File: src/hdl/ese_pkg.sv
// Shared types and constants of the encoder speed estimator.
package ese_pkg;

  localparam int unsigned NumChannels = 4;
  localparam int unsigned CountW      = 32;
  localparam int unsigned CprW        = 16;
  localparam int unsigned DenW        = CountW + CprW;
  localparam int unsigned ScaleW      = 24;
  localparam int unsigned ProdW       = CountW + ScaleW;

  // 60000 ms per minute times 256 for the Q24.8 result.
  localparam logic [ScaleW-1:0] RpmScale = 24'd15360000;
  localparam logic [CprW-1:0]   CprReset = 16'd3960;

  // Register indexes on the configuration port.
  localparam logic RegCountsPerRev = 1'b0;

  typedef struct packed {
    logic [31:0]        sample_time_ms;
    logic signed [31:0] count_ch0;
    logic signed [31:0] count_ch1;
    logic signed [31:0] count_ch2;
    logic signed [31:0] count_ch3;
  } ese_in_t;

  typedef struct packed {
    logic signed [31:0] delta_ch0;
    logic signed [31:0] delta_ch1;
    logic signed [31:0] delta_ch2;
    logic signed [31:0] delta_ch3;
    logic signed [31:0] rpm_ch0;
    logic signed [31:0] rpm_ch1;
    logic signed [31:0] rpm_ch2;
    logic signed [31:0] rpm_ch3;
    logic               speed_valid;
  } ese_out_t;

  typedef struct packed {
    logic start;
    logic take;
  } ese_lane_ctrl_t;

  typedef struct packed {
    logic done;
  } ese_lane_status_t;

endpackage

File: src/hdl/ese_merge.sv
// Merging stage: gathers the lane results into the output register.
module ese_merge import ese_pkg::*; (
  input  logic                   clk_i,
  input  logic                   rst_ni,
  input  ese_lane_status_t       status_i [NumChannels],
  input  logic [CountW-1:0]      rpm_i    [NumChannels],
  input  logic [CountW-1:0]      delta_i  [NumChannels],
  input  logic                   speed_valid_i,
  input  logic                   out_stall_i,
  output logic                   out_valid_o,
  output ese_out_t               out_data_o,
  output logic                   take_o
);

  logic        all_done;
  logic [31:0] rpm_m [NumChannels];
  logic        out_valid_q;
  ese_out_t    out_data_q, out_data_d;

  always_comb begin
    all_done = 1'b1;
    for (int i = 0; i < NumChannels; i++) begin
      all_done = all_done & status_i[i].done;
      rpm_m[i] = speed_valid_i ? rpm_i[i] : '0;
    end
  end

  // The item moves on once every lane has finished and the slot is free.
  assign take_o = all_done && (!out_valid_q || !out_stall_i);

  always_comb begin
    out_data_d.delta_ch0   = delta_i[0];
    out_data_d.delta_ch1   = delta_i[1];
    out_data_d.delta_ch2   = delta_i[2];
    out_data_d.delta_ch3   = delta_i[3];
    out_data_d.rpm_ch0     = rpm_m[0];
    out_data_d.rpm_ch1     = rpm_m[1];
    out_data_d.rpm_ch2     = rpm_m[2];
    out_data_d.rpm_ch3     = rpm_m[3];
    out_data_d.speed_valid = speed_valid_i;
  end

  always_ff @(posedge clk_i or negedge rst_ni) begin
    if (!rst_ni) begin
      out_valid_q <= 1'b0;
    end else if (take_o) begin
      out_valid_q <= 1'b1;
    end else if (!out_stall_i) begin
      out_valid_q <= 1'b0;
    end
  end

  always_ff @(posedge clk_i) begin
    if (take_o) begin
      out_data_q <= out_data_d;
    end
  end

  assign out_valid_o = out_valid_q;
  assign out_data_o  = out_data_q;

endmodule
File: config.mk
export PLATFORM = sky130hd
export DESIGN_NAME = ese_merge
export DESIGN_NICKNAME = d
export VERILOG_FILES = /design/src/hdl/ese_pkg.sv /design/src/hdl/ese_merge.sv
export SDC_FILE = /design/constraint.sdc
export NUM_CORES = 1
export LEC_CHECK = 0
export BUFFER_PORTS_ARGS = -buffer_cell sky130_fd_sc_hd__buf_2
export CORE_AREA = 2 2 201 203
export CTS_CLUSTER_SIZE = 14
export DETAILED_ROUTE_END_ITERATION = 10
export DIE_AREA = 0 0 203 205
export PLACE_DENSITY = 0.46
export SETUP_SLACK_MARGIN = 0.15
export SLEW_MARGIN = 20
export SYNTH_ARGS = -nofsm -noshare
export SYNTH_HDL_FRONTEND = slang
export SYNTH_SLANG_ARGS = --single-unit
File: constraint.sdc
create_clock -name clk_i -period 20.1 [get_ports clk_i]
set_input_delay 2.01 -clock clk_i [delete_from_list [all_inputs] [get_ports clk_i]]
set_output_delay 2.01 -clock clk_i [all_outputs]
set_load 0.02 [all_outputs]
==> results of run 1 <==
flip-flops by register name, summed over array words and instances (netlist names):
register     count
out_valid_o      1
out_data_o     257
power by group:
group	switching [mW]	internal [mW]
Clock	0.207	0.315
Sequential	0.00244	0.605
Combinational	0.0351	0.0311
Total	0.244	0.950
metal layers:
layer / wire length, µm / GRT usage, % / up-vias
met4: 635 / 3.94 / 8
li1: - / - / 2592
met5: 59 / 0 / -
met2: 12300 / 18.7 / 309
met1: 8920 / 12.3 / 2624
met3: 2670 / 4.26 / 51
worst min-delay path: cells and delay by family, from the launching register on:
family           cells  cell delay, ps
DFF                  1             400
and+or+nand+nor      2             110
through the flow:
step	utilization, %	hold slack (ps)
floorplan	-	586
CTS	32.7	540
global placement	30.3	528
detailed placement	30.3	528
global route	32.7	593
finish	32.7	541
worst paths after layout:
check	slack [ps]	to	start
max in group asynchronous	18770	out_valid_o	rst_ni
min in group asynchronous	1240	out_valid_o	rst_ni
worst min register to register	540	out_valid_o	out_valid_o
worst min-delay path	540	out_valid_o	out_valid_o
worst max-delay path	14870	take_o	status_i[1]
worst max register to register	17030	out_data_o[45]	out_valid_o
kinds of logic (layout without fill, tap and decap cells):
group	count (synthesis)	count (layout)
other cells	0	6
simple gates	131	131
flops	258	258
compound gates	1	1
buf+inv	14	580
final cells by class:
| type | count | share of cell area [%] |
|---|---|---|
| antenna | 6 | 0.117 |
| tap | 525 | 5.10 |
| timing repair buffer | 527 | 20.6 |
| clock buffer | 34 | 5.78 |
| clock inverter | 19 | 1.53 |
| multi-input combinational | 132 | 6.72 |
| sequential | 258 | 60.2 |
placed cells by master (no fill, tap or decap), types with 5 or more instances in the layout:
cell type | synthesis | routed
clkbuf_16 | 0 | 29
diode_2 | 0 | 6
clkbuf_1 | 0 | 5
and2_2 | 27 | 27
edfxtp_1 | 257 | 257
buf_2 | 0 | 522
clkinv_2 | 0 | 5
and2_1 | 101 | 101
buf_4 | 0 | 5
clkinv_1 | 0 | 7
==> impl_results.md, run 1 <==
- Detailed placement HPWL: ~19 mm
- Synthesized-area fraction occupied by adder cells: 0%
- Layout cell share with drive strength beyond 1: about three fifths
- Combinational family with the most area after synthesis: simple AND/OR/NAND/NOR gates
- Worst Path Required: 18090 ps
- DP Worst Slack: 14870 ps
- Final setup skew: 20.0 ps
- Die extent in x: 203 µm
- Multiplexer share of the synthesized area: 0%
- Via count of the first global-routing pass: 5660
- Cts repair resizes: 0
- Number of enable flip-flop cells after synthesis: 257
- Net count of the finished layout: 1212
- Kind of critical path: in -> out
- Final cycle utilization of the critical path: 26.0%
- Sequential share of the synthesized area: 88.5%
- Unrepaired setup endpoints after global routing: no
- Die height: 205 µm
- Clock latency reported for the late side of the worst-skew pair: 550 ps
- Critical path buffers and inverters: 2
- Global route overflow: 0
- H-tree levels: 1
- Die Footprint: approximately 0.042 mm²
- Xor-xnor portion of the synthesized cell area: 0%
- Library cell appearing most often on the critical path: buf_2
- Number of distinct library cell variants in the gate-level netlist after synthesis: 9
- Maximum VDD drop: approximately 0.000068 V
- Synth Register Bits: approximately 260
- Cell area after technology mapping: 0.00875 mm²
- Starting density of the core: 22.2%
- Share of Yosys cell area claimed by the top area cell type: about nine tenths
- Min-Delay Path Depth: 2
- Initial antenna violation count: 9
- Number of top-level pins: 523
- TritonCTS Buffers: 29
- Actual transition at the worst max-transition pin: 967 ps
- Path class of the lowest-slack min-delay path: reg -> reg
- CTS Root Cell: clkbuf_16
- Post-route setup TNS: 0 ps
- Synthesized Nets: 668
- Area growth from synthesis to final layout: 47.1%
- Detailed Route WL: 24.6 mm
- Global-route wire length before repair: ~34 mm
- Placed instance count: 1442
- Total Power: 1.19 mW
- Most used standard cells in the synthesized netlist: edfxtp_1 (257), and2_1 (101), and2_2 (27)
- Fin area: 0.0129 mm²
- Synth top area cells: edfxtp_1 (88%), and2_1 (7.2%), and2_2 (2.3%)
- Family with the most delay on the worst path: compound AO/OA/AOI/OAI gates
- Crit path max-delay cell type: a21oi_4
- Via count: ~5.6k
- Worst EP arrival: approximately 3200 ps
- Total routing resource utilization after global routing: between 10% and 20%
- Routed wire per std cell: 16.4 µm
- Yosys warning total: 0
- Post-synthesis average cell area: 21.7 µm²
- Critical path cell sequence: buf_2, nand4_1, a21oi_4, buf_2
- Setup crit end kind: primary output
- Post-layout instance count excluding filler cells: around 1.5k
- First-pass iteration count of the detailed router: 6
- Setup crit start kind: input port
- Final ANT Viol Nets: 0
- Share of async-settable or async-resettable flops after synthesis: 0.388%
- Residual DRC count: 0
- Most used flip-flop cell after synthesis: edfxtp_1
- Final Setup Violations: 0
- Number of standard cells after synthesis: 404
- Worst setup slack after layout: 14870 ps
- Achievable frequency: 191 MHz
- Cts-stage hold buffer count: 0
- Final Hold Viols: 0
- Run status: finished clean
- Area taken by multi-input logic gates: 865 µm²
- Library cell with the highest instance count after synthesis: edfxtp_1
- Sinks on the clock net: 258
- Slew Limit Fails: 0
- Area fraction in compound gates after synthesis: 0.0572%
- Max clock buf depth: 3
- Final period demand of the worst path: 5230 ps
- Logic depth of the worst setup path including buffers: 4
- Pin count of the biggest net entering global routing: a little under 80
- Placed inst area: ~0.012 mm²
- Reg2Reg Depth: 3
- Site row count: 73
- Clk slew on worst S/H paths: 60 ps
- DRC violation total after the first TritonRoute iteration: 281
- Normalized max-slew margin: around 36%
- Cell accounting for the most synthesized area: edfxtp_1
- Maximum fanout along the worst path: 24
- Area fraction in and, or, nand and nor cells after synthesis: 9.70%
- Buffers added on ports: about 520
- Max cap viols: 0
- Routability congestion estimate: roughly 0.75
- Standard cell core area: around 0.04 mm²
- Number of fill cells in the layout: 3939
- Register Area: approximately 0.0077 mm²
- Critical Path Max Stage Delay: about 670 ps
- Post-CTS setup buffers: 0
- Power density over the cells: around 93 mW/mm²
- Drt via density: 3.72
- Lkg Pwr: 5.23 nW
- Clock tree from TritonCTS: done
Power figures use the tool's default switching activity.
==> run 2: changes to the inputs <==
==> constraint.sdc (replaced) <==
create_clock -name clk_i -period 4.9 [get_ports clk_i]
set_input_delay 0.49 -clock clk_i [delete_from_list [all_inputs] [get_ports clk_i]]
set_output_delay 0.49 -clock clk_i [all_outputs]
set_load 0.02 [all_outputs]
==> impl_results.md, run 2 (synthesis results as in run 1) <==
- Run status: finished clean
- Max cap viols: 0 (unchanged)
- Achievable frequency: 403 MHz
- Detailed placement HPWL: 18.4 mm (-2.1%)
- Area growth from synthesis to final layout: 46.6%
- Pin count of the biggest net entering global routing: 136 (+74%)
- First-pass iteration count of the detailed router: 4 (-2)
- Total Power: 4.82 mW (+300%)
- Maximum fanout along the worst path: 22 (-8.3%)
- Buffers added on ports: 522 (unchanged)
- Net count of the finished layout: 1212 (unchanged)
- Hold wc startpoint: delta_i[101]
- DRC violation total after the first TritonRoute iteration: 224 (-20%)
- Maximum VDD drop: 0.000254 V (+270%)
- Setup crit start kind: flop
- Final cycle utilization of the critical path: 50.7%
- Diodes inserted: 0 (-6)
- Clock latency reported for the late side of the worst-skew pair: 550 ps (about the same)
- R2R Setup Slk: 2820 ps (-14210 ps)
- Slew Limit Fails: 0 (unchanged)
- Reg2Reg Depth: 2 (-1)
- Setup crit end kind: primary output
- Post-route setup TNS: 0 ps (unchanged)
- Worst-case hold path end point: out_data_o[230]
- Cts-stage hold buffer count: 1 (+1)
- Clock tree from TritonCTS: done
- Starting density of the core: 22.2% (unchanged)
- Global route overflow: 0 (unchanged)
- Standard cell core area: 0.0394 mm² (unchanged)
- Routed wire per std cell: 16.5 µm (+0.38%)
- Sinks on the clock net: 258 (unchanged)
- TritonCTS Buffers: 29 (unchanged)
- Final ANT Viol Nets: 0 (unchanged)
- Cts repair resizes: 0 (unchanged)
- Worst Path Required: 4410 ps (-13680 ps)
- Layout cell share with drive strength beyond 1: 61.5% (+0.10 points)
- Number of flip-flops under the largest register name: 257 (unchanged)
- CTS Root Cell: clkbuf_16
- Power density over the cells: 376 mW/mm² (+300%)
- Commonest non-fill, non-tap cells in the layout: buf_2 (521), edfxtp_1 (257), and2_1 (101), clkbuf_16 (29), and2_2 (27)
- R2R Path Start: out_valid_o
- Post-layout instance count excluding filler cells: 1495 (-0.40%)
- Number of top-level pins: 523 (unchanged)
- Final Setup Violations: 0 (unchanged)
- Site row count: 73 (unchanged)
- Min-Delay Path Depth: 1 (-1)
- DP Worst Slack: 2360 ps (-12510 ps)
- Clk slew on worst S/H paths: 60 ps (about the same)
- Drt via density: 3.74 (+0.60%)
- Worst setup slack after layout: 2420 ps (-12450 ps)
- Kind of critical path: reg -> out
- Residual DRC count: 0 (unchanged)
- Lkg Pwr: 5.22 nW (-0.27%)
- Global-route wire length before repair: 34.5 mm (about the same)
- Final period demand of the worst path: 2480 ps
- Unrepaired setup endpoints after global routing: no
- FF-to-FF End: out_data_o[172]
- Total routing resource utilization after global routing: 10.9% (about the same)
- Die Footprint: 0.0416 mm² (unchanged)
- Post-CTS setup buffers: 0 (unchanged)
- Via count: 5595 (+0.20%)
- Routability congestion estimate: 0.745 (-1.0%)
- Number of fill cells in the layout: 3933 (-0.15%)
- Via count of the first global-routing pass: 5704 (+0.78%)
- Area taken by multi-input logic gates: 865 µm² (unchanged)
- Most common cell after layout, fill and taps aside: buf_2
- Detailed Route WL: 24.6 mm (about the same)
- Final setup skew: 11.8 ps (-8.24 ps)
- Fin util: 32.6% (-0.099 points)
- Worst EP arrival: 1990 ps (-1230 ps)
- Normalized max-slew margin: 35.5% (about the same)
- Initial antenna violation count: 4 (-5)
- Die extent in x: 203 µm (unchanged)
- Max clock buf depth: 3 (unchanged)
- Die height: 205 µm (unchanged)
- Path class of the lowest-slack min-delay path: in -> reg
- Placed instance count: 1441 (-0.069%)
- H-tree levels: 1 (unchanged)
- Final Hold Viols: 0 (unchanged)
- Actual transition at the worst max-transition pin: 967 ps (-0.115 ps)
- Register Area: 0.00774 mm² (unchanged)
==> run 2: changes by cell type in the layout (fill, tap and decap cells not counted), moves of 2 or more <==
cell	change
clkinv_4	-2
bufinv_16	-2
diode_2	-6
inv_6	+2
buf_4	-2
clkinv_2	+3
==> run 2: report_power, final <==
| part | switching, mW | internal, mW | leakage, nW | total [mW] |
|---|---|---|---|---|
| sequential | 0.0101 | 2.48 | 2.33 | 2.49 |
| combinational | 0.143 | 0.129 | 2.44 | 0.272 |
| clock | 0.871 | 1.19 | 0.440 | 2.06 |
| total | 1.02 | 3.80 | 5.22 | 4.82 |
==> run 2: worst max path at each step <==
stage	start	to	slack [ps]
2_1_floorplan	status_i[1]	out_data_o[0]	-510
3_3_place_gp	status_i[1]	out_data_o[157]	2370
3_5_place_dp	status_i[1]	out_data_o[157]	2360
4_1_cts	out_valid_o	take_o	2330
5_1_grt	out_valid_o	take_o	2280
6_report	out_valid_o	take_o	2420
==> run 2: layout make-up <==
| cell class | instances | share of cell area, % |
|---|---|---|
| clock inverters | 20 | 1.21 |
| clock buffers | 33 | 5.77 |
| flip-flops and latches | 258 | 60.3 |
| multi-input cells | 132 | 6.74 |
| repair buffers | 527 | 20.8 |
| well taps | 525 | 5.12 |
==> run 2: worst max-delay path, cell delays in order (launching register included) <==
cell and delay [ps]:
dfrtp_1 410, a21oi_4 410, buf_4 390, buf_2 230
==> run 2: stage by stage <==
step / area [µm²] / hold slack [ps]
2_1_floorplan: 8760 / 194
3_3_place_gp: 11900 / 269
3_5_place_dp: 11900 / 266
4_1_cts: 12800 / 69.4
5_1_grt: 12800 / 75.8
6_report: 12800 / 110
==> run 2: routing by layer <==
| metal | track usage (%) | up-vias | part of all wire (%) |
|---|---|---|---|
| met1 | 12.6 | 2648 | 38 |
| met5 | 0 | - | 0.11 |
| met4 | 3.73 | 4 | 2.4 |
| met2 | 18.6 | 315 | 49 |
| met3 | 4.07 | 46 | 11 |
| li1 | - | 2582 | - |
