`config.mk`:
```
export PLATFORM = sky130hd
export DESIGN_NAME = ese_lane
export DESIGN_NICKNAME = d
export VERILOG_FILES = /design/src/hdl/ese_pkg.sv /design/src/hdl/ese_lane.sv
export SDC_FILE = /design/constraint.sdc
export NUM_CORES = 1
export LEC_CHECK = 0
export BUFFER_PORTS_ARGS = -buffer_cell sky130_fd_sc_hd__buf_4
export CAP_MARGIN = 20
export CORE_ASPECT_RATIO = 1.1
export CORE_MARGIN = 2
export CORE_UTILIZATION = 25
export DETAILED_ROUTE_END_ITERATION = 8
export SLEW_MARGIN = 0
export SYNTH_ARGS = -nofsm -noshare
export SYNTH_HDL_FRONTEND = slang
export SYNTH_SLANG_ARGS = --single-unit
```
`constraint.sdc`:
```
create_clock -name clk_i -period 13.82 [get_ports clk_i]
set_clock_uncertainty 0.15 [all_clocks]
set_input_delay 2.764 -clock clk_i [delete_from_list [all_inputs] [get_ports clk_i]]
set_output_delay 2.764 -clock clk_i [all_outputs]
set_load 0.01 [all_outputs]
```
`src/hdl/ese_pkg.sv`:
```
// Shared types and constants of the encoder speed estimator.
package ese_pkg;

  localparam int unsigned NumChannels = 4;
  localparam int unsigned CountW      = 32;
  localparam int unsigned CprW        = 16;
  localparam int unsigned DenW        = CountW + CprW;
  localparam int unsigned ScaleW      = 24;
  localparam int unsigned ProdW       = CountW + ScaleW;

  // 60000 ms per minute times 256 for the Q24.8 result.
  localparam logic [ScaleW-1:0] RpmScale = 24'd15360000;
  localparam logic [CprW-1:0]   CprReset = 16'd3960;

  // Register indexes on the configuration port.
  localparam logic RegCountsPerRev = 1'b0;

  typedef struct packed {
    logic [31:0]        sample_time_ms;
    logic signed [31:0] count_ch0;
    logic signed [31:0] count_ch1;
    logic signed [31:0] count_ch2;
    logic signed [31:0] count_ch3;
  } ese_in_t;

  typedef struct packed {
    logic signed [31:0] delta_ch0;
    logic signed [31:0] delta_ch1;
    logic signed [31:0] delta_ch2;
    logic signed [31:0] delta_ch3;
    logic signed [31:0] rpm_ch0;
    logic signed [31:0] rpm_ch1;
    logic signed [31:0] rpm_ch2;
    logic signed [31:0] rpm_ch3;
    logic               speed_valid;
  } ese_out_t;

  typedef struct packed {
    logic start;
    logic take;
  } ese_lane_ctrl_t;

  typedef struct packed {
    logic done;
  } ese_lane_status_t;

endpackage

```
`src/hdl/ese_lane.sv`:
```
// One channel lane: magnitude, scaling multiply, bit-serial divide and saturation.
module ese_lane import ese_pkg::*; (
  input  logic                   clk_i,
  input  logic                   rst_ni,
  input  ese_lane_ctrl_t         ctrl_i,
  input  logic [CountW-1:0]      delta_i,
  input  logic [DenW-1:0]        den_i,
  output logic [CountW-1:0]      rpm_o,
  output ese_lane_status_t       status_o
);

  localparam logic [2:0] StIdle = 3'd0;
  localparam logic [2:0] StMul  = 3'd1;
  localparam logic [2:0] StChk  = 3'd2;
  localparam logic [2:0] StDiv  = 3'd3;
  localparam logic [2:0] StFin  = 3'd4;

  logic [2:0]        state_q, state_d;
  logic [4:0]        cnt_q, cnt_d;
  logic              neg_q, neg_d;
  logic              ovf_q, ovf_d;
  logic [CountW-1:0] mag_q, mag_d;
  logic [ProdW-1:0]  prod_q, prod_d;
  logic [DenW-1:0]   rem_q, rem_d;
  logic [CountW-1:0] num_q, num_d;
  logic [DenW:0]     trial;
  logic              qbit;

  assign trial = {rem_q, num_q[CountW-1]};
  assign qbit  = (trial >= {1'b0, den_i});

  always_comb begin
    state_d = state_q;
    cnt_d   = cnt_q;
    neg_d   = neg_q;
    ovf_d   = ovf_q;
    mag_d   = mag_q;
    prod_d  = prod_q;
    rem_d   = rem_q;
    num_d   = num_q;
    unique case (state_q)
      StIdle: begin
        if (ctrl_i.start) begin
          neg_d   = delta_i[CountW-1];
          mag_d   = delta_i[CountW-1] ? (CountW'(0) - delta_i) : delta_i;
          state_d = StMul;
        end
      end
      StMul: begin
        prod_d  = ProdW'(mag_q) * ProdW'(RpmScale);
        state_d = StChk;
      end
      StChk: begin
        // A quotient of 2^32 or more saturates whatever its low bits are.
        ovf_d   = (DenW'(prod_q[ProdW-1:CountW]) >= den_i);
        rem_d   = DenW'(prod_q[ProdW-1:CountW]);
        num_d   = prod_q[CountW-1:0];
        cnt_d   = 5'd31;
        state_d = StDiv;
      end
      StDiv: begin
        rem_d = qbit ? DenW'(trial - {1'b0, den_i}) : trial[DenW-1:0];
        num_d = {num_q[CountW-2:0], qbit};
        cnt_d = cnt_q - 5'd1;
        if (cnt_q == 5'd0) begin
          state_d = StFin;
        end
      end
      StFin: begin
        if (ctrl_i.take) begin
          state_d = StIdle;
        end
      end
      default: state_d = StIdle;
    endcase
  end

  always_ff @(posedge clk_i or negedge rst_ni) begin
    if (!rst_ni) begin
      state_q <= StIdle;
    end else begin
      state_q <= state_d;
    end
  end

  always_ff @(posedge clk_i) begin
    cnt_q  <= cnt_d;
    neg_q  <= neg_d;
    ovf_q  <= ovf_d;
    mag_q  <= mag_d;
    prod_q <= prod_d;
    rem_q  <= rem_d;
    num_q  <= num_d;
  end

  always_comb begin
    if (neg_q) begin
      if (ovf_q || (num_q > 32'h8000_0000)) begin
        rpm_o = 32'h8000_0000;
      end else begin
        rpm_o = CountW'(0) - num_q;
      end
    end else begin
      if (ovf_q || num_q[CountW-1]) begin
        rpm_o = 32'h7FFF_FFFF;
      end else begin
        rpm_o = num_q;
      end
    end
  end

  assign status_o.done = (state_q == StFin);

endmodule

```
==> metrics, run 1 <==
status complete, no violations; port bufs ~120; max_slew headroom about a third; die extent in x ~260 um; Tmin final 7220 ps; Residual DRC 0; XOR/XNOR share of the synthesized area approximately 4.9%; Adder-Cell Fraction of Synth Area between 20% and 30%; CTS tree yes; core box area between 0.07 and 0.08 mm2; top cell type's share of synthesized area 26.9%; htree depth 4; LEAKAGE between 9 and 10 nW; Worst Path Max Fanout 28; count of cell types in the netlist 70; most frequent cell after synthesis inv_1; Power Density 165 mW/mm2; clock latency on the worst-skew pair slightly below 500 ps; vias in the first global route between 10000 and 15000; CTS resizes 0; post-synthesis cell count between 1500 and 2000; WL final 43.3 mm; largest family of logic cells by synthesized area adder cells; wire per inst ~14 um; # nets final approximately 2500; initial antenna violation count 3; syn_area_per_cell between 9 and 10 um2; effective utilization at floorplan about a quarter; CTS root buffer clkbuf_16; dpl cells 2990; Area growth syn-to-layout 14.4%; Simple-Gate Fraction of Synth Area approximately 14%; Flop pwr share between 20% and 30%; Via-to-Cell Ratio 4.61; period utilization a little over half; Iter 0 DRT Violations between 900 and 1000; Final WS setup ~6600 ps; EDFF count, synth approximately 160; post-synthesis sequential area ratio 27.3%; Worst Hold Slack between 300 and 400 ps; peak supply drop around 0.10 mV; first-pass GRT wire length just over 70 mm; dpl hpwl approximately 35 mm; compound-gate portion of the synthesized area approximately 17%; Yosys reg bits approximately 170; FMAX 139 MHz; Int Pwr around 0.0019 W; CP arrival 4300 ps; Top FF cell, synth edfxtp_1; CP required around 11000 ps; Ports about 120; gr ovfl total 0; Post-CTS Repair Setup Buffers 0; pre-CTS setup slack about 7000 ps; die area ~0.075 mm2; Final Instance Count excl. Fillers ~3000; fraction of registers with async set/reset about 1.8%; count of final setup violators 0; Rows ~100; Chip Height ~290 um; Sw Pwr approximately 0.0015 W; Overall Global Routing Usage between 10% and 20%; clock sinks around 170; Slew @ Worst Pin approximately 1000 ps; top post-synthesis cells by area edfxtp_1 (27%), fa_1 (16%), ha_1 (13%), inv_1 (6.6%), nand2_1 (4.6%); maxcap violations 0; Clock power frac about 15%; Synth Warn # 0; clk slew on worst S/H paths ~80 ps; post-synthesis net count about 2400; Hold Path Class reg2reg; Post-synth top cells inv_1 (319), nand2_1 (224), ha_1 (184); synthesized area 0.0181 mm2; RSZ-0062 raised after global routing false; Placer Congestion just under 0.9; share of cells above drive strength 1 a little under a tenth; Setup TNS Final 0 ps; total CTS buffers 17; Comb pwr share a little under three fifths; Final Hold Fails 0; utilization after layout 28.9%; Max Root-Sink Buffers 2; Setup CP Type reg2out; DR pass1 iterations 5; antenna viol nets, final 0; max-slew violation count 0; cts-stage hold buffer count 0; Layout fillers 7675; multiplexer area fraction after synthesis less than 1%; largest net degree at the start of global routing 54; sw frac between 40% and 50%; total number of vias approximately 14000; Critical Path Source Type register; CP Capture Type output pin; post-synth top area cell edfxtp_1
-- final cells by class --
class,instances,area [um2],share of cell area (%)
Clock inverter,15,209,1.01
Tap cell,945,1180,5.71
Sequential cell,165,4940,23.9
Multi-Input combinational cell,1436,11800,56.8
Antenna cell,1,2.50,0.0121
Inverter,320,1200,5.80
Clock buffer,17,425,2.06
Timing Repair Buffer,126,973,4.70
-- layer usage --
| layer | vias to the layer above | wire length, um | global-route usage [%] |
|---|---|---|---|
| met1 | 6555 | 20000 | 15.6 |
| met5 | - | 27 | 0 |
| met3 | 53 | 2300 | 3.03 |
| met4 | 4 | 1080 | 4.10 |
| met2 | 259 | 20000 | 19.2 |
| li1 | 7077 | - | - |
-- cell families (layout without fill, tap and decap cells) --
kind of cell	count (synthesis)	in the layout
adder cells (fa/ha/maj)	326	326
XOR/XNOR	101	101
AND/OR/NAND/NOR	536	536
other	0	1
AO/OA/AOI/OAI	469	469
buffers and inverters	375	478
flip-flops	165	165
multiplexers	4	4
-- flip-flops by register name, indices dropped and copies added, names as in the netlist --
signal,flops
rem_q,48
prod_q,43
mag_q,32
num_q,32
cnt_q,5
state_q,3
neg_q,1
ovf_q,1
-- metrics by stage --
| step | area [um2] | power (W) |
|---|---|---|
| floorplan | 18100 | 0.00240 |
| global placement | 20000 | 0.00289 |
| detailed placement | 20000 | 0.00290 |
| CTS | 20600 | 0.00343 |
| global route | 20700 | 0.00373 |
| finish | 20700 | 0.00342 |
-- critical path: stages (launching register included) --
cell      delay, ps
edfxtp_1        460
or4_1           590
or4_1           470
nor4_1          210
nand2_1         130
o21ai_1         180
nand3b_1        700
o311ai_0        840
buf_4           230
-- worst paths after layout --
kind | slack (ps) | endpoint | depth (start not counted) | from
setup / recovery | 6600 | rpm_o[22] | 8 | num_q[23]
setup reg to reg | 7310 | prod_q[53] | 19 | mag_q[3]
hold / removal | 360 | num_q[27] | 2 | prod_q[27]
hold reg to reg | 360 | num_q[27] | 2 | prod_q[27]
max in group asynchronous | 11530 | state_q[0] | 1 | rst_ni
min in group asynchronous | 1900 | state_q[2] | 1 | rst_ni
-- cell usage in the layout, fill, tap and decap left out, types with 6 or more instances in the layout --
master and count:
inv_1 319, nand2_1 224, ha_1 184, edfxtp_1 162, fa_1 142, a21oi_1 127
buf_4 124, nor2_1 91, o21ai_0 83, xnor2_1 80, a21o_1 62, nand3_1 39
nor3_1 33, a31oi_1 30, o311ai_0 28, o21bai_1 22, xor2_1 21, and3_1 20
or3_1 20, clkbuf_16 17, o31ai_1 15, a211oi_1 14, nor2b_1 14, o41ai_1 14
nand4_1 13, o21a_1 13, nand2b_1 13, nor4_1 12, o211ai_1 10, or4_1 10
and2_1 9, and4_1 6, a22o_1 6
-- power groups by stage --
| stage | clock (W) | sequential (W) | combinational [W] |
|---|---|---|---|
| 2_1_floorplan | 0 | 0.000930 | 0.00147 |
| 3_3_place_gp | 0 | 0.000986 | 0.00190 |
| 3_5_place_dp | 0 | 0.000987 | 0.00191 |
| 4_1_cts | 0.000535 | 0.000979 | 0.00192 |
| 5_1_grt | 0.000554 | 0.00100 | 0.00218 |
| 6_report | 0.000516 | 0.000979 | 0.00192 |
(Power assumes the default switching activity.)
==> run 2: changes to the inputs <==
- ABC_AREA: unset -> 1
- clock period: 13.82 -> 7.2 ns (I/O delays scaled with it)
==> metrics, run 2 <==
status complete, no violations; maxcap violations 0 (unchanged); core box area 0.0788 mm2 (+9.9%); EDFF count, synth 162 (unchanged); Hold Path Class reg2reg; top cell type's share of synthesized area 24.5% (-2.4 points); CP Capture Type register; CP required 7300 ps (-3610 ps); Via-to-Cell Ratio 4.46 (-3.3%); htree depth 4 (unchanged); Yosys reg bits 165 (unchanged); Placer Congestion 0.964 (+11%); # nets final 3137 (+27%); dpl hpwl 49.1 mm (+38%); clock latency on the worst-skew pair 490 ps (about the same); post-synthesis net count 3037 (+27%); clock sinks 165 (unchanged); Setup TNS Final 0 ps (unchanged); Area growth syn-to-layout 13.0%; max-slew violation count 0 (unchanged); clk slew on worst S/H paths 70 ps (about the same); die area 0.0818 mm2 (+9.8%); Critical Path Source Type register; fraction of registers with async set/reset 1.82% (unchanged); FMAX 177 MHz; biggest registers after layout rem_q x48, prod_q x43; Final WS setup 1560 ps (-5040 ps); CTS tree yes; post-synthesis sequential area ratio 24.8% (-2.5 points); Final Hold Fails 0 (unchanged); post-synthesis cell count 2627 (+33%); Chip Height 300 um (+4.8%); Ports 117 (unchanged); pre-CTS setup slack 1550 ps (-5470 ps); cts-stage hold buffer count 0 (unchanged); die extent in x 273 um (+4.8%); initial antenna violation count 2 (-1); port bufs 116 (unchanged); CP peak stage delay 540 ps (-300 ps); commonest non-fill, non-tap cell in the layout nand2_1; Synth Warn # 0 (unchanged); most frequent cell after synthesis nand2_1; effective utilization at floorplan 25.2% (about the same); largest net degree at the start of global routing 67 (+24%); post-synth top area cell edfxtp_1; gr ovfl total 0 (unchanged); Final Instance Count excl. Fillers 3787 (+25%); count of final setup violators 0 (unchanged); cell mode on critical path fa_1; CP max stage cell fa_1; Setup CP Type reg2reg; dpl cells 3753 (+26%); Rows 108 (+4.9%); CTS root buffer clkbuf_16; Top reg by flops rem_q; share of cells above drive strength 1 6.82% (-2.3 points); critical path, cell by cell inv_1 -> fa_1 -> inv_1 -> fa_1 -> fa_1 -> inv_1 -> fa_1 -> fa_1 -> inv_1 -> ha_1 -> a21oi_1 -> a21boi_0 -> o21ai_0 -> nand2_1 -> nand2_1 -> a21oi_1 -> xnor2_1; commonest cells after routing, fill and taps aside nand2_1 (574), inv_1 (544), nor2_1 (265); period utilization 78.3%; total number of vias 16900 (+21%); top post-synthesis cells by area edfxtp_1 (24%), fa_1 (14%), ha_1 (12%), nand2_1 (11%), inv_1 (10%); RSZ-0062 raised after global routing false; Post-synth top cells nand2_1 (574), inv_1 (545), nor2_1 (266); syn_area_per_cell 7.57 um2 (-17%); vias in the first global route 17100 (+25%); CTS resizes 0 (unchanged); CP arrival 5740 ps (+1440 ps); DR pass1 iterations 7 (+2); Top FF cell, synth edfxtp_1; Slew @ Worst Pin 935 ps (-64.2 ps); CP Buf/Inv Count 4 (+3); first-pass GRT wire length 91.2 mm (+27%); total CTS buffers 17 (unchanged); synthesized area 0.0199 mm2 (+9.9%); WL final 57.9 mm (+34%); CP delay by family, top adder cells; wire per inst 15.3 um (+6.8%); Max Root-Sink Buffers 2 (unchanged); max_slew headroom 37.4% (+4.3 points); max reg flops 48 (unchanged); Worst Path Max Fanout 4 (-86%); Tmin final about 5600 ps; Iter 0 DRT Violations 944 (+4.8%); Post-CTS Repair Setup Buffers 0 (unchanged); count of cell types in the netlist 50 (-29%); Residual DRC 0 (unchanged); Overall Global Routing Usage 14.3% (+2.4 points); antenna viol nets, final 0 (unchanged)
## run 2: changes by cell type after synthesis, moves of 41 or more
| cell | delta |
|---|---|
| nor2_1 | +174 |
| o21ai_0 | +59 |
| nand4_1 | +54 |
| nand3_1 | +64 |
| a21o_1 | -52 |
| xor2_1 | +57 |
| xnor2_1 | -41 |
| nand2_1 | +350 |
| inv_1 | +226 |
## run 2: cell type report
cell class | instances | area [um2]
fill | 8700 | 56300
multi-input combinational | 1874 | 12700
sequential | 165 | 4940
inverter | 547 | 2050
tap | 1045 | 1310
timing repair buffer | 122 | 916
clock buffer | 18 | 429
clock inverter | 14 | 138
antenna | 2 | 5.00
## run 2: path summary, 6_finish.rpt
path / slack (ps) / cells after the start / to / from
worst max-delay path: 1560 / 17 / prod_q[35] / mag_q[5]
worst min-delay path: 380 / 2 / num_q[19] / prod_q[19]
worst max register to register: 1560 / 17 / prod_q[35] / mag_q[5]
worst min register to register: 380 / 2 / num_q[19] / prod_q[19]
max in group asynchronous: 6240 / 1 / state_q[1] / rst_ni
min in group asynchronous: 570 / 1 / state_q[2] / rst_ni
## run 2: layer usage
metal / share of wire, % / global-route usage [%]
met2: 50 / 25.5
met4: 3.7 / 5.89
met1: 43 / 17.0
met5: 0 / 0
met3: 3.7 / 2.24
## run 2: metrics by stage
| stage | area (um2) | utilization [%] | hold slack (ps) |
|---|---|---|---|
| 2_1_floorplan | 19900 | - | 350 |
| 3_3_place_gp | 21900 | 27.8 | 356 |
| 3_5_place_dp | 21900 | 27.8 | 362 |
| 4_1_cts | 22500 | 28.5 | 378 |
| 5_1_grt | 22500 | 28.5 | 397 |
| 6_report | 22500 | 28.5 | 381 |
## run 2: kinds of logic (layout without fill, tap and decap cells)
group	after synthesis	after routing	share of synthesized area (%)
XOR/XNOR	117	117	5.15
other	0	2	0
buffers and inverters	588	701	11.5
AO/OA/AOI/OAI	332	332	9.01
adder cells (fa/ha/maj)	326	326	25.9
flip-flops	165	165	24.8
AND/OR/NAND/NOR	1099	1099	23.6
## run 2: worst min-delay path, stage by stage, from the launching register on
cell and delay [ps]:
edfxtp_1 320, nand2_1 40, o21ai_0 60
Power of run 2 is left out: the tool's default activity adds up to more than one toggle a clock period on the data nets, which glitch-free logic cannot reach.
==> run 3: changes to the inputs <==
- ABC_AREA: 1 -> 0
- clock period: 7.2 -> 4.95 ns (I/O delays scaled with it)
==> metrics, run 3 (synthesis gave the netlist of run 1 again) <==
wire per inst 14.5 um (-5.5%); clock latency on the worst-skew pair 490 ps (about the same); Reg area 0.00494 mm2 (unchanged); max_slew headroom 36.2% (-1.2 points); CP arrival 5420 ps (-320 ps); Iter 0 DRT Violations 887 (-6.0%); clock sinks 165 (unchanged); Residual DRC 0 (unchanged); Max Root-Sink Buffers 2 (unchanged); Worst Setup SP mag_q[2]; Setup CP Type reg2reg; initial antenna violation count 1 (-1); FMAX 187 MHz (+5.6%); Area growth syn-to-layout 22.4%; gr ovfl total 0 (unchanged); count of final setup violators 20 (+20); footprint of the multi-input gates 0.0123 mm2 (-3.3%); Rows 103 (-4.6%); port bufs 116 (unchanged); die area 0.0745 mm2 (-8.9%); DR pass1 iterations 5 (-2); CP required 5030 ps (-2270 ps); RSZ-0062 raised after global routing true; maxcap violations 0 (unchanged); Via-to-Cell Ratio 4.59 (+2.9%); total CTS buffers 17 (unchanged); Final Hold Fails 0 (unchanged); antenna viol nets, final 0 (unchanged); Worst Path Max Fanout 3 (-1); total number of vias 14500 (-14%); core box area 0.0717 mm2 (-9.0%); reg2reg start mag_q[2]; CTS root buffer clkbuf_16; Ports 117 (unchanged); Critical Path Source Type register; Slew @ Worst Pin 953 ps (+18.1 ps); Tmin final 5340 ps (-299 ps); Layout fillers 7487 (-14%); failing checks setup timing; dpl hpwl 36.8 mm (-25%); largest net degree at the start of global routing 54 (-19%); effective utilization at floorplan 25.3% (about the same); die extent in x 261 um (-4.5%); CTS tree yes; commonest non-fill, non-tap cell in the layout inv_1; WL final 45.7 mm (-21%); period utilization 108% (+30 points); pre-CTS setup slack -468 ps (-2020 ps); Power Density 462 mW/mm2; vias in the first global route 14300 (-16%); max reg flops 48 (unchanged); status complete, but fails checks; LEAKAGE ~10 nW; htree depth 4 (unchanged); max-slew violation count 0 (unchanged); Placer Congestion 0.862 (-11%); first-pass GRT wire length 74.0 mm (-19%); Final WS setup -388 ps (-1950 ps); # nets final 2614 (-17%); share of cells above drive strength 1 18.8% (+12 points); peak supply drop around 0.24 mV; biggest registers after layout rem_q x48, prod_q x43; Final Instance Count excl. Fillers 3163 (-16%); commonest cells after routing, fill and taps aside inv_1 (296), buf_4 (257), nand2_1 (223); Top reg by flops rem_q; Overall Global Routing Usage 12.4% (-1.9 points); Chip Height 286 um (-4.6%); clk slew on worst S/H paths 70 ps (about the same); Hold Path Class in2async; CP Capture Type register; dpl cells 3108 (-17%)
[run 3: layer usage]
layer | part of all wire, % | routed length, um | track usage, % | up-vias
met5 | 0 | 0 | 0 | -
met4 | 2.5 | 1160 | 4.43 | 0
met3 | 3.8 | 1720 | 2.34 | 53
met2 | 47 | 21400 | 20.2 | 229
met1 | 47 | 21400 | 16.4 | 6892
li1 | - | - | - | 7345
[run 3: report_power, final]
group	internal, W	switching (W)	leakage (nW)
logic	0.00275	0.00350	8.15
registers	0.00233	0.000374	1.65
clock network	0.000649	0.000640	0.255
total	0.00572	0.00451	10.1
[run 3: layout make-up]
| class | instances | area share, % |
|---|---|---|
| clock buffer | 17 | 1.92 |
| multi-input combinational | 1436 | 55.4 |
| clock inverter | 15 | 0.559 |
| inverter | 320 | 5.42 |
| tap | 945 | 5.34 |
| timing repair buffer | 264 | 9.10 |
| antenna | 1 | 0.0113 |
| sequential | 165 | 22.3 |
[run 3: critical path, cell delays in order (launching register included)]
cell      delay (ps)
edfxtp_1         450
fa_1             590
fa_1             450
fa_1             500
inv_1             50
fa_1             450
fa_1             500
inv_2             50
ha_4             210
buf_6            120
nand4_1          110
a21oi_2           60
a21oi_2          210
buf_4            160
nor2_4            40
o31ai_4          280
a21boi_2         100
o41ai_2          210
buf_4            180
o21bai_1          80
xor2_1           150
[run 3: metrics by stage]
stage               instance area, um2  setup TNS, ps  util, %  power [W]  hold WS, ps
floorplan                        18300          -1910        -    0.00683          323
global placement                 21100          -3920     29.5    0.00860          344
detailed placement               21100          -5330     29.5    0.00864          349
CTS                              21800          -4010     30.4     0.0101         76.5
global route                     22200          -8810     30.9     0.0111         86.4
finish                           22200          -4810     30.9     0.0102          122
[run 3: worst paths after layout]
| check | end | slack [ps] | cells past startpoint |
|---|---|---|---|
| max | prod_q[49] | -390 | 20 |
| min | state_q[2] | 120 | 1 |
| max reg2reg | prod_q[49] | -390 | 20 |
| min reg2reg | num_q[24] | 360 | 2 |
| max in group asynchronous | state_q[0] | 4440 | 1 |
| min in group clk_i | num_q[24] | 360 | 2 |
[run 3: timing repair]
action                     in CTS  in global routing
buffers inserted                4                 19
gates resized for setup        30                 46
hold buffers                    0                  0
setup endpoints to repair      21                 35
pin swaps                      41                 18
